--- src/hw/rtl/rgba8pp_pkg.sv ---
// Shared types, codes and helper functions for the RGBA8 pixel pack converter.
// Used by rgba8_pixel_pack_converter_core; depends on nothing else.
`default_nettype none

package rgba8pp_pkg;

  // Largest row length honoured; larger row_pixels values saturate here.
  localparam int unsigned MAX_DIMENSION = 8192;
  localparam int unsigned RP_W          = $clog2(MAX_DIMENSION + 1);
  // Row length times up to four bytes, plus alignment slack.
  localparam int unsigned STRIDE_W      = RP_W + 3;

  localparam int unsigned CFG_INDEX_W = 3;
  localparam int unsigned CFG_DATA_W  = 14;

  typedef enum logic [2:0] {
    FMT_ALPHA       = 3'd0,
    FMT_LUMINANCE   = 3'd1,
    FMT_LUM_ALPHA   = 3'd2,
    FMT_RGB         = 3'd3,
    FMT_RGBA        = 3'd4,
    FMT_BGR         = 3'd5,
    FMT_BGRA        = 3'd6,
    FMT_UNSUPPORTED = 3'd7
  } pix_fmt_e;

  typedef enum logic [2:0] {
    TYPE_UBYTE       = 3'd0,
    TYPE_565         = 3'd1,
    TYPE_4444        = 3'd2,
    TYPE_5551        = 3'd3,
    TYPE_4444_REV    = 3'd4,
    TYPE_1555_REV    = 3'd5,
    TYPE_8888_REV    = 3'd6,
    TYPE_UNSUPPORTED = 3'd7
  } pix_type_e;

  typedef enum logic [1:0] {
    ERR_NONE = 2'd0,
    ERR_ENUM = 2'd1,
    ERR_OP   = 2'd2
  } err_e;

  typedef enum logic [CFG_INDEX_W-1:0] {
    REG_PIXEL_FORMAT   = 3'd0,
    REG_PIXEL_TYPE     = 3'd1,
    REG_SWAP_BYTES     = 3'd2,
    REG_TEXTURE_SOURCE = 3'd3,
    REG_ROW_PIXELS     = 3'd4,
    REG_ALIGN_SHIFT    = 3'd5,
    REG_SKIP_ROWS      = 3'd6,
    REG_SKIP_PIXELS    = 3'd7
  } cfg_reg_e;

  typedef struct packed {
    logic [31:0] pixel_rgba;
    logic [12:0] pixel_row;
    logic [12:0] pixel_column;
  } in_item_t;

  typedef struct packed {
    logic [28:0] byte_offset;
    logic [31:0] packed_bytes;
    logic [2:0]  byte_count;
    logic [1:0]  error_code;
  } out_item_t;

  // Bytes per output pixel and the pair check.
  typedef struct packed {
    logic [2:0] size;
    err_e       err;
  } pix_size_t;

  function automatic pix_size_t pixel_size(pix_fmt_e fmt, pix_type_e typ, logic tex_src);
    pix_size_t  res;
    logic [2:0] comps;
    logic       fmt_ok;
    res    = '{size: 3'd0, err: ERR_NONE};
    comps  = 3'd0;
    fmt_ok = 1'b1;
    unique case (fmt)
      FMT_RGB, FMT_BGR:          comps = 3'd3;
      FMT_RGBA, FMT_BGRA:        comps = 3'd4;
      FMT_ALPHA, FMT_LUMINANCE: begin
        comps  = 3'd1;
        fmt_ok = tex_src;
      end
      FMT_LUM_ALPHA: begin
        comps  = 3'd2;
        fmt_ok = tex_src;
      end
      FMT_UNSUPPORTED:           fmt_ok = 1'b0;
    endcase
    if (!fmt_ok) begin
      res.err = ERR_ENUM;
    end else begin
      unique case (typ)
        TYPE_UBYTE: res.size = comps;
        TYPE_565: begin
          if (fmt == FMT_RGB) res.size = 3'd2;
          else                res.err  = ERR_OP;
        end
        TYPE_4444, TYPE_5551, TYPE_4444_REV, TYPE_1555_REV: begin
          if (comps == 3'd4) res.size = 3'd2;
          else               res.err  = ERR_OP;
        end
        TYPE_8888_REV: begin
          if (comps == 3'd4) res.size = 3'd4;
          else               res.err  = ERR_OP;
        end
        TYPE_UNSUPPORTED: res.err = ERR_ENUM;
      endcase
    end
    return res;
  endfunction

  // Store-order bytes for one pixel; unused upper bytes are zero.
  function automatic logic [31:0] pack_pixel(logic [31:0] rgba, pix_fmt_e fmt,
                                             pix_type_e typ, logic swap);
    logic [7:0]  r;
    logic [7:0]  g;
    logic [7:0]  b;
    logic [7:0]  a;
    logic [15:0] v16;
    logic [31:0] res;
    r   = rgba[7:0];
    g   = rgba[15:8];
    b   = rgba[23:16];
    a   = rgba[31:24];
    v16 = 16'd0;
    res = 32'd0;
    if (fmt == FMT_BGR || fmt == FMT_BGRA) begin
      r = rgba[23:16];
      b = rgba[7:0];
    end
    unique case (typ)
      TYPE_UBYTE: begin
        unique case (fmt)
          FMT_ALPHA:         res = {24'd0, a};
          FMT_LUMINANCE:     res = {24'd0, r};
          FMT_LUM_ALPHA:     res = {16'd0, a, r};
          FMT_RGB, FMT_BGR:  res = {8'd0, b, g, r};
          FMT_RGBA, FMT_BGRA, FMT_UNSUPPORTED: res = {a, b, g, r};
        endcase
      end
      TYPE_565:      v16 = {r[7:3], g[7:2], b[7:3]};
      TYPE_4444:     v16 = {r[7:4], g[7:4], b[7:4], a[7:4]};
      TYPE_5551:     v16 = {r[7:3], g[7:3], b[7:3], a[7]};
      TYPE_4444_REV: v16 = {a[7:4], b[7:4], g[7:4], r[7:4]};
      TYPE_1555_REV: v16 = {a[7], b[7:3], g[7:3], r[7:3]};
      TYPE_8888_REV: res = swap ? {r, g, b, a} : {a, b, g, r};
      TYPE_UNSUPPORTED: res = 32'd0;
    endcase
    if (typ != TYPE_UBYTE && typ != TYPE_8888_REV && typ != TYPE_UNSUPPORTED) begin
      res = swap ? {16'd0, v16[7:0], v16[15:8]} : {16'd0, v16};
    end
    return res;
  endfunction

endpackage

`default_nettype wire

--- src/hw/rtl/rgba8_pixel_pack_converter_core.sv ---
// RGBA8 pixel pack converter: format/type check, packing and destination offset.
// Depends on rgba8pp_pkg for item structs, register codes and pack helpers.
// Input register, then result register; throughput 1 item/clock while the sink does not stall.
// The offset multiply (row times stride) sits between the two registers; the stride
// and pixel size come from a derived register refreshed every cycle from the config.
// Reset (async, active low) empties both stages and loads the config reset values.
`default_nettype none

module rgba8_pixel_pack_converter_core (
  input  wire logic                                 clk_i,
  input  wire logic                                 rst_ni,
  // input channel
  input  wire logic                                 in_valid_i,
  output logic                                      in_stall_o,
  input  wire rgba8pp_pkg::in_item_t                in_data_i,
  // result channel
  output logic                                      out_valid_o,
  input  wire logic                                 out_stall_i,
  output rgba8pp_pkg::out_item_t                    out_data_o,
  // configuration write port
  input  wire logic                                 cfg_we_i,
  input  wire logic [rgba8pp_pkg::CFG_INDEX_W-1:0]  cfg_index_i,
  input  wire logic [rgba8pp_pkg::CFG_DATA_W-1:0]   cfg_data_i
);

  // ---------------------------------------------------------------------------
  // Configuration registers
  // ---------------------------------------------------------------------------
  rgba8pp_pkg::pix_fmt_e  pixel_format_q;
  rgba8pp_pkg::pix_type_e pixel_type_q;
  logic                   swap_bytes_q;
  logic                   texture_source_q;
  logic [13:0]            row_pixels_q;
  logic [1:0]             align_shift_q;
  logic [12:0]            skip_rows_q;
  logic [12:0]            skip_pixels_q;

  always_ff @(posedge clk_i or negedge rst_ni) begin
    if (!rst_ni) begin
      pixel_format_q   <= rgba8pp_pkg::FMT_RGBA;
      pixel_type_q     <= rgba8pp_pkg::TYPE_UBYTE;
      swap_bytes_q     <= 1'b0;
      texture_source_q <= 1'b0;
      row_pixels_q     <= 14'd1;
      align_shift_q    <= 2'd2;
      skip_rows_q      <= 13'd0;
      skip_pixels_q    <= 13'd0;
    end else if (cfg_we_i) begin
      unique case (rgba8pp_pkg::cfg_reg_e'(cfg_index_i))
        rgba8pp_pkg::REG_PIXEL_FORMAT:
          pixel_format_q   <= rgba8pp_pkg::pix_fmt_e'(cfg_data_i[2:0]);
        rgba8pp_pkg::REG_PIXEL_TYPE:
          pixel_type_q     <= rgba8pp_pkg::pix_type_e'(cfg_data_i[2:0]);
        rgba8pp_pkg::REG_SWAP_BYTES:     swap_bytes_q     <= cfg_data_i[0];
        rgba8pp_pkg::REG_TEXTURE_SOURCE: texture_source_q <= cfg_data_i[0];
        rgba8pp_pkg::REG_ROW_PIXELS:     row_pixels_q     <= cfg_data_i[13:0];
        rgba8pp_pkg::REG_ALIGN_SHIFT:    align_shift_q    <= cfg_data_i[1:0];
        rgba8pp_pkg::REG_SKIP_ROWS:      skip_rows_q      <= cfg_data_i[12:0];
        rgba8pp_pkg::REG_SKIP_PIXELS:    skip_pixels_q    <= cfg_data_i[12:0];
      endcase
    end
  end

  // ---------------------------------------------------------------------------
  // Derived settings: pixel size, pair check and aligned row stride.
  // Config must only move while the block is idle (the block itself does not enforce
  // this), so the registered refresh is settled before the next item leaves the input register.
  // ---------------------------------------------------------------------------
  rgba8pp_pkg::pix_size_t                  psize_d, psize_q;
  logic [rgba8pp_pkg::RP_W-1:0]            rp;
  logic [2:0]                              align_mask;
  logic [rgba8pp_pkg::STRIDE_W-1:0]        rp_bytes;
  logic [rgba8pp_pkg::STRIDE_W-1:0]        stride_d, stride_q;

  always_comb begin
    psize_d = rgba8pp_pkg::pixel_size(pixel_format_q, pixel_type_q, texture_source_q);
    // row lengths beyond the maximum saturate
    if (32'(row_pixels_q) > 32'(rgba8pp_pkg::MAX_DIMENSION)) begin
      rp = rgba8pp_pkg::RP_W'(rgba8pp_pkg::MAX_DIMENSION);
    end else begin
      rp = rgba8pp_pkg::RP_W'(row_pixels_q);
    end
    align_mask = 3'((4'd1 << align_shift_q) - 4'd1);
    rp_bytes   = rgba8pp_pkg::STRIDE_W'(rp) * rgba8pp_pkg::STRIDE_W'(psize_d.size);
    stride_d   = (rp_bytes + rgba8pp_pkg::STRIDE_W'(align_mask))
               & ~rgba8pp_pkg::STRIDE_W'(align_mask);
  end

  always_ff @(posedge clk_i) begin
    psize_q  <= psize_d;
    stride_q <= stride_d;
  end

  // ---------------------------------------------------------------------------
  // Two-stage pipeline: input register -> result register.
  // Both stages advance together unless the result waits on a stalled sink;
  // an empty input stage still takes a new item during such a stall.
  // ---------------------------------------------------------------------------
  logic                    in_valid_q;
  rgba8pp_pkg::in_item_t   in_q;
  logic                    out_valid_q;
  rgba8pp_pkg::out_item_t  out_d, out_q;
  logic                    pipe_en;
  logic                    in_load;

  assign pipe_en    = !(out_valid_q && out_stall_i);
  assign in_load    = pipe_en || !in_valid_q;
  assign in_stall_o = !in_load;

  always_ff @(posedge clk_i or negedge rst_ni) begin
    if (!rst_ni) begin
      in_valid_q  <= 1'b0;
      out_valid_q <= 1'b0;
    end else begin
      if (in_load) in_valid_q  <= in_valid_i;
      if (pipe_en) out_valid_q <= in_valid_q;
    end
  end

  always_ff @(posedge clk_i) begin
    if (in_load && in_valid_i) in_q  <= in_data_i;
    if (pipe_en && in_valid_q) out_q <= out_d;
  end

  // ---------------------------------------------------------------------------
  // Per-item work: pack the pixel and form the byte offset.
  // offset = (skip_rows + row) * stride + (skip_pixels + column) * size, mod 2^29
  // ---------------------------------------------------------------------------
  logic [13:0] row_sum;
  logic [13:0] col_sum;
  logic [30:0] row_bytes;
  logic [16:0] col_bytes;
  logic [28:0] offset;
  logic [31:0] packed_word;

  always_comb begin
    row_sum     = {1'b0, skip_rows_q} + {1'b0, in_q.pixel_row};
    col_sum     = {1'b0, skip_pixels_q} + {1'b0, in_q.pixel_column};
    row_bytes   = 31'(row_sum) * 31'(stride_q);
    col_bytes   = 17'(col_sum) * 17'(psize_q.size);
    offset      = row_bytes[28:0] + 29'(col_bytes);
    packed_word = rgba8pp_pkg::pack_pixel(in_q.pixel_rgba, pixel_format_q,
                                          pixel_type_q, swap_bytes_q);
    if (psize_q.err != rgba8pp_pkg::ERR_NONE) begin
      // rejected pair: no bytes, only the error code
      out_d.byte_offset  = 29'd0;
      out_d.packed_bytes = 32'd0;
      out_d.byte_count   = 3'd0;
    end else begin
      out_d.byte_offset  = offset;
      out_d.packed_bytes = packed_word;
      out_d.byte_count   = psize_q.size;
    end
    out_d.error_code = psize_q.err;
  end

  assign out_valid_o = out_valid_q;
  assign out_data_o  = out_q;

endmodule

`default_nettype wire
--- config.mk ---
export PLATFORM = sky130hd
export DESIGN_NAME = rgba8_pixel_pack_converter_core
export DESIGN_NICKNAME = d
export VERILOG_FILES = /design/src/hw/rtl/rgba8pp_pkg.sv /design/src/hw/rtl/rgba8_pixel_pack_converter_core.sv
export SDC_FILE = /design/constraint.sdc
export NUM_CORES = 1
export LEC_CHECK = 0
export BUFFER_PORTS_ARGS = -buffer_cell sky130_fd_sc_hd__buf_2
export CAP_MARGIN = 20
export CORE_MARGIN = 2
export CORE_UTILIZATION = 50
export CTS_BUF_LIST = sky130_fd_sc_hd__clkbuf_8
export DETAILED_ROUTE_END_ITERATION = 6
export PLACE_DENSITY = 0.77
export SETUP_SLACK_MARGIN = 0.05
export SLEW_MARGIN = 25
export SYNTH_ARGS = -nofsm -noshare
export SYNTH_HDL_FRONTEND = slang
export SYNTH_SLANG_ARGS = --single-unit
--- constraint.sdc ---
create_clock -name clk_i -period 19.1 [get_ports clk_i]
set_input_delay 3.82 -clock clk_i [delete_from_list [all_inputs] [get_ports clk_i]]
set_output_delay 3.82 -clock clk_i [all_outputs]
set_load 0.05 [all_outputs]
==> results of run 1 <==
[worst max-delay path by stage]
| stage | from | to | slack [ns] | cells past startpoint |
|---|---|---|---|---|
| after global routing | skip_rows_q[0] | out_data_o[64] | 10.50 | 30 |
| final | out_stall_i | in_stall_o | 10.86 | 4 |
| after floorplan | out_stall_i | out_data_o[0] | 9.91 | 1 |
| after CTS | out_stall_i | in_stall_o | 10.85 | 4 |
| after global placement | out_stall_i | in_stall_o | 10.90 | 4 |
| after detailed placement | out_stall_i | in_stall_o | 10.86 | 4 |
[power breakdown]
group / total (uW) / internal (uW) / switching (uW) / leakage [uW]
clock: 312 / 119 / 193 / 0.000229
sequential: 668 / 567 / 101 / 0.00201
combinational: 2110 / 820 / 1290 / 0.00813
total: 3090 / 1510 / 1580 / 0.0104
[state kept, by name, summed over array words and instances, names as in the netlist]
| register | cells |
|---|---|
| out_data_o | 66 |
| in_q | 58 |
| stride_q | 17 |
| row_pixels_q | 14 |
| skip_pixels_q | 13 |
| skip_rows_q | 13 |
| pixel_format_q | 3 |
| pixel_type_q | 3 |
| psize_q | 3 |
| align_shift_q | 2 |
| out_d | 2 |
| in_valid_q | 1 |
| out_valid_o | 1 |
| swap_bytes_q | 1 |
| texture_source_q | 1 |
[metrics by stage]
stage	total power, uW	cells	hold WS, ns	worst slack [ns]
floorplan	2280	2009	0.423	9.91
global placement	2700	2612	0.464	10.90
detailed placement	2770	2612	0.477	10.86
CTS	3090	2644	0.490	10.85
global route	3430	2645	0.522	10.50
finish	3090	2645	0.493	10.86
[metal layers]
layer  part of all wire  wire (um)  up-vias  track usage
met5            0.00017          8        -            0
met4              0.022       1040        2       0.0696
met3              0.068       3170       73       0.0406
met2               0.48      22400      558        0.397
met1               0.43      20000     7054        0.317
li1                   -          -     6687            -
[synth_stat cells, drive strengths merged, types with 3 or more instances]
library cell  instances
a211oi               11
a21boi                4
a21o                 18
a21oi                90
a221oi                5
a222oi                4
a22oi                12
a31oi                 7
and2                122
and3                  7
buf                   7
clkbuf               67
dfrtp                49
dfstp                 3
dfxtp                22
edfxtp              124
fa                  235
ha                  157
inv                 339
mux2                 58
mux2i                19
nand2               240
nand2b               31
nand3                18
nand4b                3
nor2                117
nor2b                13
nor3                 25
nor3b                 3
nor4                  5
o211ai                8
o21a                 10
o21ai                54
o21bai               12
o22a                  4
o22ai                 4
o31a                  3
o31ai                 4
o41ai                 5
or2                   4
or3                   9
xnor2                36
xor2                 18
[kinds of logic (layout without fill, tap and decap cells)]
family,count (synthesis),after routing,share of synthesized area
adder cells (fa/ha/maj),392,392,0.339
flip-flops,198,198,0.278
buffers and inverters,414,531,0.0801
AO/OA/AOI/OAI,268,268,0.0889
AND/OR/NAND/NOR,605,605,0.146
XOR/XNOR,55,55,0.0252
multiplexers,77,77,0.0428
other,0,1,0
[final cells by class]
type                    instances  area [um2]
clock inverters                15         230
flip-flops and latches        198        5470
diodes                          1        2.50
multi-input cells            1397       12700
fillers                      3413       17300
clock buffers                  17         234
repair buffers                160         833
inverters                     339        1270
well taps                     518         648
==> metrics.txt, run 1 <==
outcome completed; vias in the first global route 15100; I/O Pins 148; startpoint types input pin; proportion of layout cells with a drive suffix above 1 0.131; Core Region 38700 um2; synthesized instance count 2009; Worst path max stage delay 0.26 ns; fin crit share 0.431; clk buf depth 2; worst clock skew 0.0211 ns; vias per cell 5.43; most used cell, CP buf_2; vias post-DR 14400; Num Clock Sinks 198; initial core utilization 0.508; total die area 41000 um2; final core occ 0.552; total wire length 46.6 mm; cts-stage hold buffer count 0; critical path peak fanout 3; Num CTS Buffers 17; WS Path Type in -> out; Slew @ Worst Pin 0.997 ns; setup TNS 0 ns; Max Cap Violations 0; FP Rows 72; Slew Viols, Final 0; crit-path leading delay family buffers and inverters; Hold Path Sink stride_q[0]; asr flop ratio synth 0.263; area leader, netlist fa_1; antenna violations before repair 2; Ys Warns 0; Synth Register Bits 198; CP Cell Sequence buf_2 -> nand3_1 -> inv_1 -> buf_2; synthesis-to-layout area growth 8.68%; first-pass GRT wire length 77.0 mm; Layout Nets 2585; I/O Buffers 147; worst path required time 15.28 ns; clock transition at the registers of the reported paths 0.11 ns; Synth Area per Inst 9.80 um2; Reg2Reg Setup Slack 10.95 ns; Peak VDD IR 0.0000987 V; reg2reg path depth 30; total gr overflow 0; WHS Path Cells 1; Setup Fix Bufs, Post-CTS 0; unrepaired setup endpoints after global routing false; drt pass-1 iters 6; post-synthesis sequential area ratio 0.278; total track usage 0.237; syn_nets 2481; Setup violations, final 0; die outline height 202 um; commonest non-fill, non-tap cells in the layout 339 x inv_1, 240 x nand2_1, 235 x fa_1; Horiz. Die Dim 202 um; initial DRC count 1161; Min-Delay Path Class reg -> reg; Crit-path slowest cell buf_2; post-synthesis cell type count 69; DR DRC count 0; Yosys top cell area share 0.239; launching point of the worst reg2reg path skip_rows_q[0]; hold_sp align_shift_q[0]; Tmin final 8.24 ns; drt wl/cell 17.6 um; Post-DRT Antenna Nets 0; Synth area leaders fa_1 24%, edfxtp_1 19%, ha_1 10%; Post-CTS Resized 0; Placed Area 20900 um2; RePlAce Congestion 0.892; top_reg_cell synth edfxtp_1; crit path buf inv count 3; H-tree levels 4; largest net degree at the start of global routing 67; number of flops mapped to enable cells by yosys 124; Post-Synthesis Cell Area 19700 um2; final instance area 21400 um2; Max Freq 121 MHz; Max-slew headroom 0.336; Root Buffer clkbuf_8; Worst Setup End Kind output port; power density cells 144 nW/um2; final hold violation count 0; Clk Latency, worst-skew pair 0.54 ns; Arr. time, crit path 4.42 ns; Lkg Pwr 0.0104 uW; commonest non-fill, non-tap cell in the layout inv_1; CTS tree built; r2r endpoint out_data_o[65]; Final HPWL DP 36.7 mm
Note: power is estimated with default switching activity, not from simulation.
==> run 2: changes to the inputs <==
==> constraint.sdc (replaced) <==
create_clock -name clk_i -period 8.2 [get_ports clk_i]
set_input_delay 1.64 -clock clk_i [delete_from_list [all_inputs] [get_ports clk_i]]
set_output_delay 1.64 -clock clk_i [all_outputs]
set_load 0.05 [all_outputs]
==> metrics.txt, run 2 (synthesis gave the netlist of run 1 again) <==
Arr. time, crit path 8.05 ns (+3.63 ns); Lkg Pwr 0.0104 uW (+0.67%); Clk Latency, worst-skew pair 0.53 ns (about the same); startpoint types flop; Min-Delay Path Class reg -> reg; Fill cells 3403 (-0.29%); WS Path Type reg -> reg; worst path required time 8.46 ns (-6.82 ns); Worst path max stage delay 0.58 ns (+0.32 ns); Num CTS Buffers 17 (unchanged); power density cells 343 nW/um2 (+140%); Max Cap Violations 0 (unchanged); Core Region 38700 um2 (unchanged); Peak VDD IR 0.000305 V (+210%); Largest register FFs 66 (unchanged); Max Freq 128 MHz; worst clock skew 0.0301 ns (+0.00898 ns); Reg2Reg Setup Slack 0.41 ns (-10.54 ns); total track usage 0.239 (+0.00203); I/O Pins 148 (unchanged); r2r endpoint out_data_o[65]; initial DRC count 1070 (-7.8%); hold_sp align_shift_q[0]; unrepaired setup endpoints after global routing false; clock transition at the registers of the reported paths 0.11 ns (about the same); first-pass GRT wire length 77.1 mm (+0.13%); RePlAce Congestion 0.919 (+3.1%); Crit-path slowest cell fa_1; I/O Buffers 147 (unchanged); drt wl/cell 17.7 um (+0.32%); clock power share 0.089 (-0.012); Slew Viols, Final 0 (unchanged); met1 usage 0.322 (+0.00530); total die area 41000 um2 (unchanged); cts-stage hold buffer count 0 (unchanged); Tmin final 7.79 ns; Sw Ratio 0.507 (-0.00502); Comb power frac 0.700 (+0.018); global-route met2 utilization 0.402 (+0.00514); commonest non-fill, non-tap cell in the layout inv_1; proportion of layout cells with a drive suffix above 1 0.145 (+0.0135); Setup violations, final 0 (unchanged); total gr overflow 0 (unchanged); Hold Path Sink stride_q[0]; area of the multi-input gates 12700 um2 (+0.34%); drt pass-1 iters 7 (+1); Layout Nets 2608 (+0.89%); Horiz. Die Dim 202 um (unchanged); Psw 3750 uW (+140%); FP Rows 72 (unchanged); post-route total power 7390 uW (+140%); vias in the first global route 14800 (-2.0%); synthesis-to-layout area growth 9.58%; fin crit share 0.950; total wire length 47.2 mm (+1.2%); initial core utilization 0.508 (unchanged); most used cell, CP fa_1; antenna violations before repair 1 (-1); GRT met3 Usage 0.0366 (-0.00403); vias per cell 5.43 (-0.14%); reg2reg path depth 30 (unchanged); FF/Latch Area 5470 um2 (unchanged); Num Clock Sinks 198 (unchanged); largest net degree at the start of global routing 62 (-7.5%); H-tree levels 4 (unchanged); launching point of the worst reg2reg path skip_rows_q[0]; setup TNS 0 ns (unchanged); WHS Path Cells 1 (unchanged); Max-slew headroom 0.319 (-0.0163); P_int 3640 uW (+140%); Root Buffer clkbuf_8; vias post-DR 14500 (+0.72%); Worst Setup End Kind flop; die outline height 202 um (unchanged); CTS tree built; final hold violation count 0 (unchanged); failing checks design-rule violations; Top Usage Layer GRT met2; clk buf depth 2 (unchanged); Seq pwr share 0.211 (-0.005); Slew @ Worst Pin 1.01 ns (+0.0167 ns); Final HPWL DP 37.2 mm (+1.2%); critical path peak fanout 8 (+5); outcome finished with violations; commonest non-fill, non-tap cells in the layout 339 x inv_1, 240 x nand2_1, 233 x fa_1; DR DRC count 8 (+8); Post-DRT Antenna Nets 0 (unchanged)
-- run 2: cell type report --
type                            count  share of cell area
Timing Repair Buffer              183              0.0470
Inverter                          339              0.0590
Clock inverter                     15             0.00853
Antenna cell                        1            0.000116
Clock buffer                       17              0.0108
Tap cell                          518              0.0300
Multi-Input combinational cell   1397               0.591
Sequential cell                   198               0.254
-- run 2: timing repair --
| action | 4_1_cts | 5_1_grt |
|---|---|---|
| buffers inserted | 0 | 11 |
| resized for setup | 0 | 23 |
| endpoints found under the setup margin | 0 | 7 |
-- run 2: per-stage QoR --
step / setup slack (ns) / util / hold WS [ns] / cells / area, um2
floorplan: 0.553 / - / 0.423 / 2009 / 19700
global placement: 0.331 / 0.541 / 0.463 / 2623 / 21000
detailed placement: 0.146 / 0.541 / 0.485 / 2623 / 21000
CTS: 0.155 / 0.552 / 0.518 / 2655 / 21400
global route: 0.0317 / 0.557 / 0.542 / 2668 / 21600
finish: 0.413 / 0.557 / 0.519 / 2668 / 21600
-- run 2: how the worst max path moves through the flow --
stage	startpoint	end	slack, ns	cells after the start
global placement	skip_rows_q[0]	out_data_o[65]	0.33	30
detailed placement	skip_rows_q[0]	out_data_o[65]	0.15	30
global route	skip_rows_q[0]	out_data_o[54]	0.03	30
CTS	skip_rows_q[0]	out_data_o[65]	0.16	30
finish	skip_rows_q[0]	out_data_o[65]	0.41	30
floorplan	skip_rows_q[0]	out_data_o[65]	0.55	31
-- run 2: power groups by stage --
stage / clock network [uW] / logic, uW / registers, uW
4_1_cts: 678 / 4970 / 1560
3_5_place_dp: 0 / 4950 / 1580
6_report: 659 / 5170 / 1560
3_3_place_gp: 0 / 4780 / 1570
2_1_floorplan: 0 / 3590 / 1720
5_1_grt: 709 / 5900 / 1590
-- run 2: worst max-delay path, delay by kind of cell, from the launching register on --
family                     cells  cell delay, ns
adders and majority gates      9            3.71
AOI/OAI and AO/OA              8            1.99
buffers and inverters          5            0.41
DFF                            1            0.39
xor gates and xnor gates       2            0.31
and+or+nand+nor                6            0.76
-- run 2: routing by layer --
layer | up-vias | share of wire
met2 | 498 | 0.49
met5 | - | 0
met3 | 80 | 0.061
met4 | 0 | 0.019
met1 | 7165 | 0.43
li1 | 6735 | -
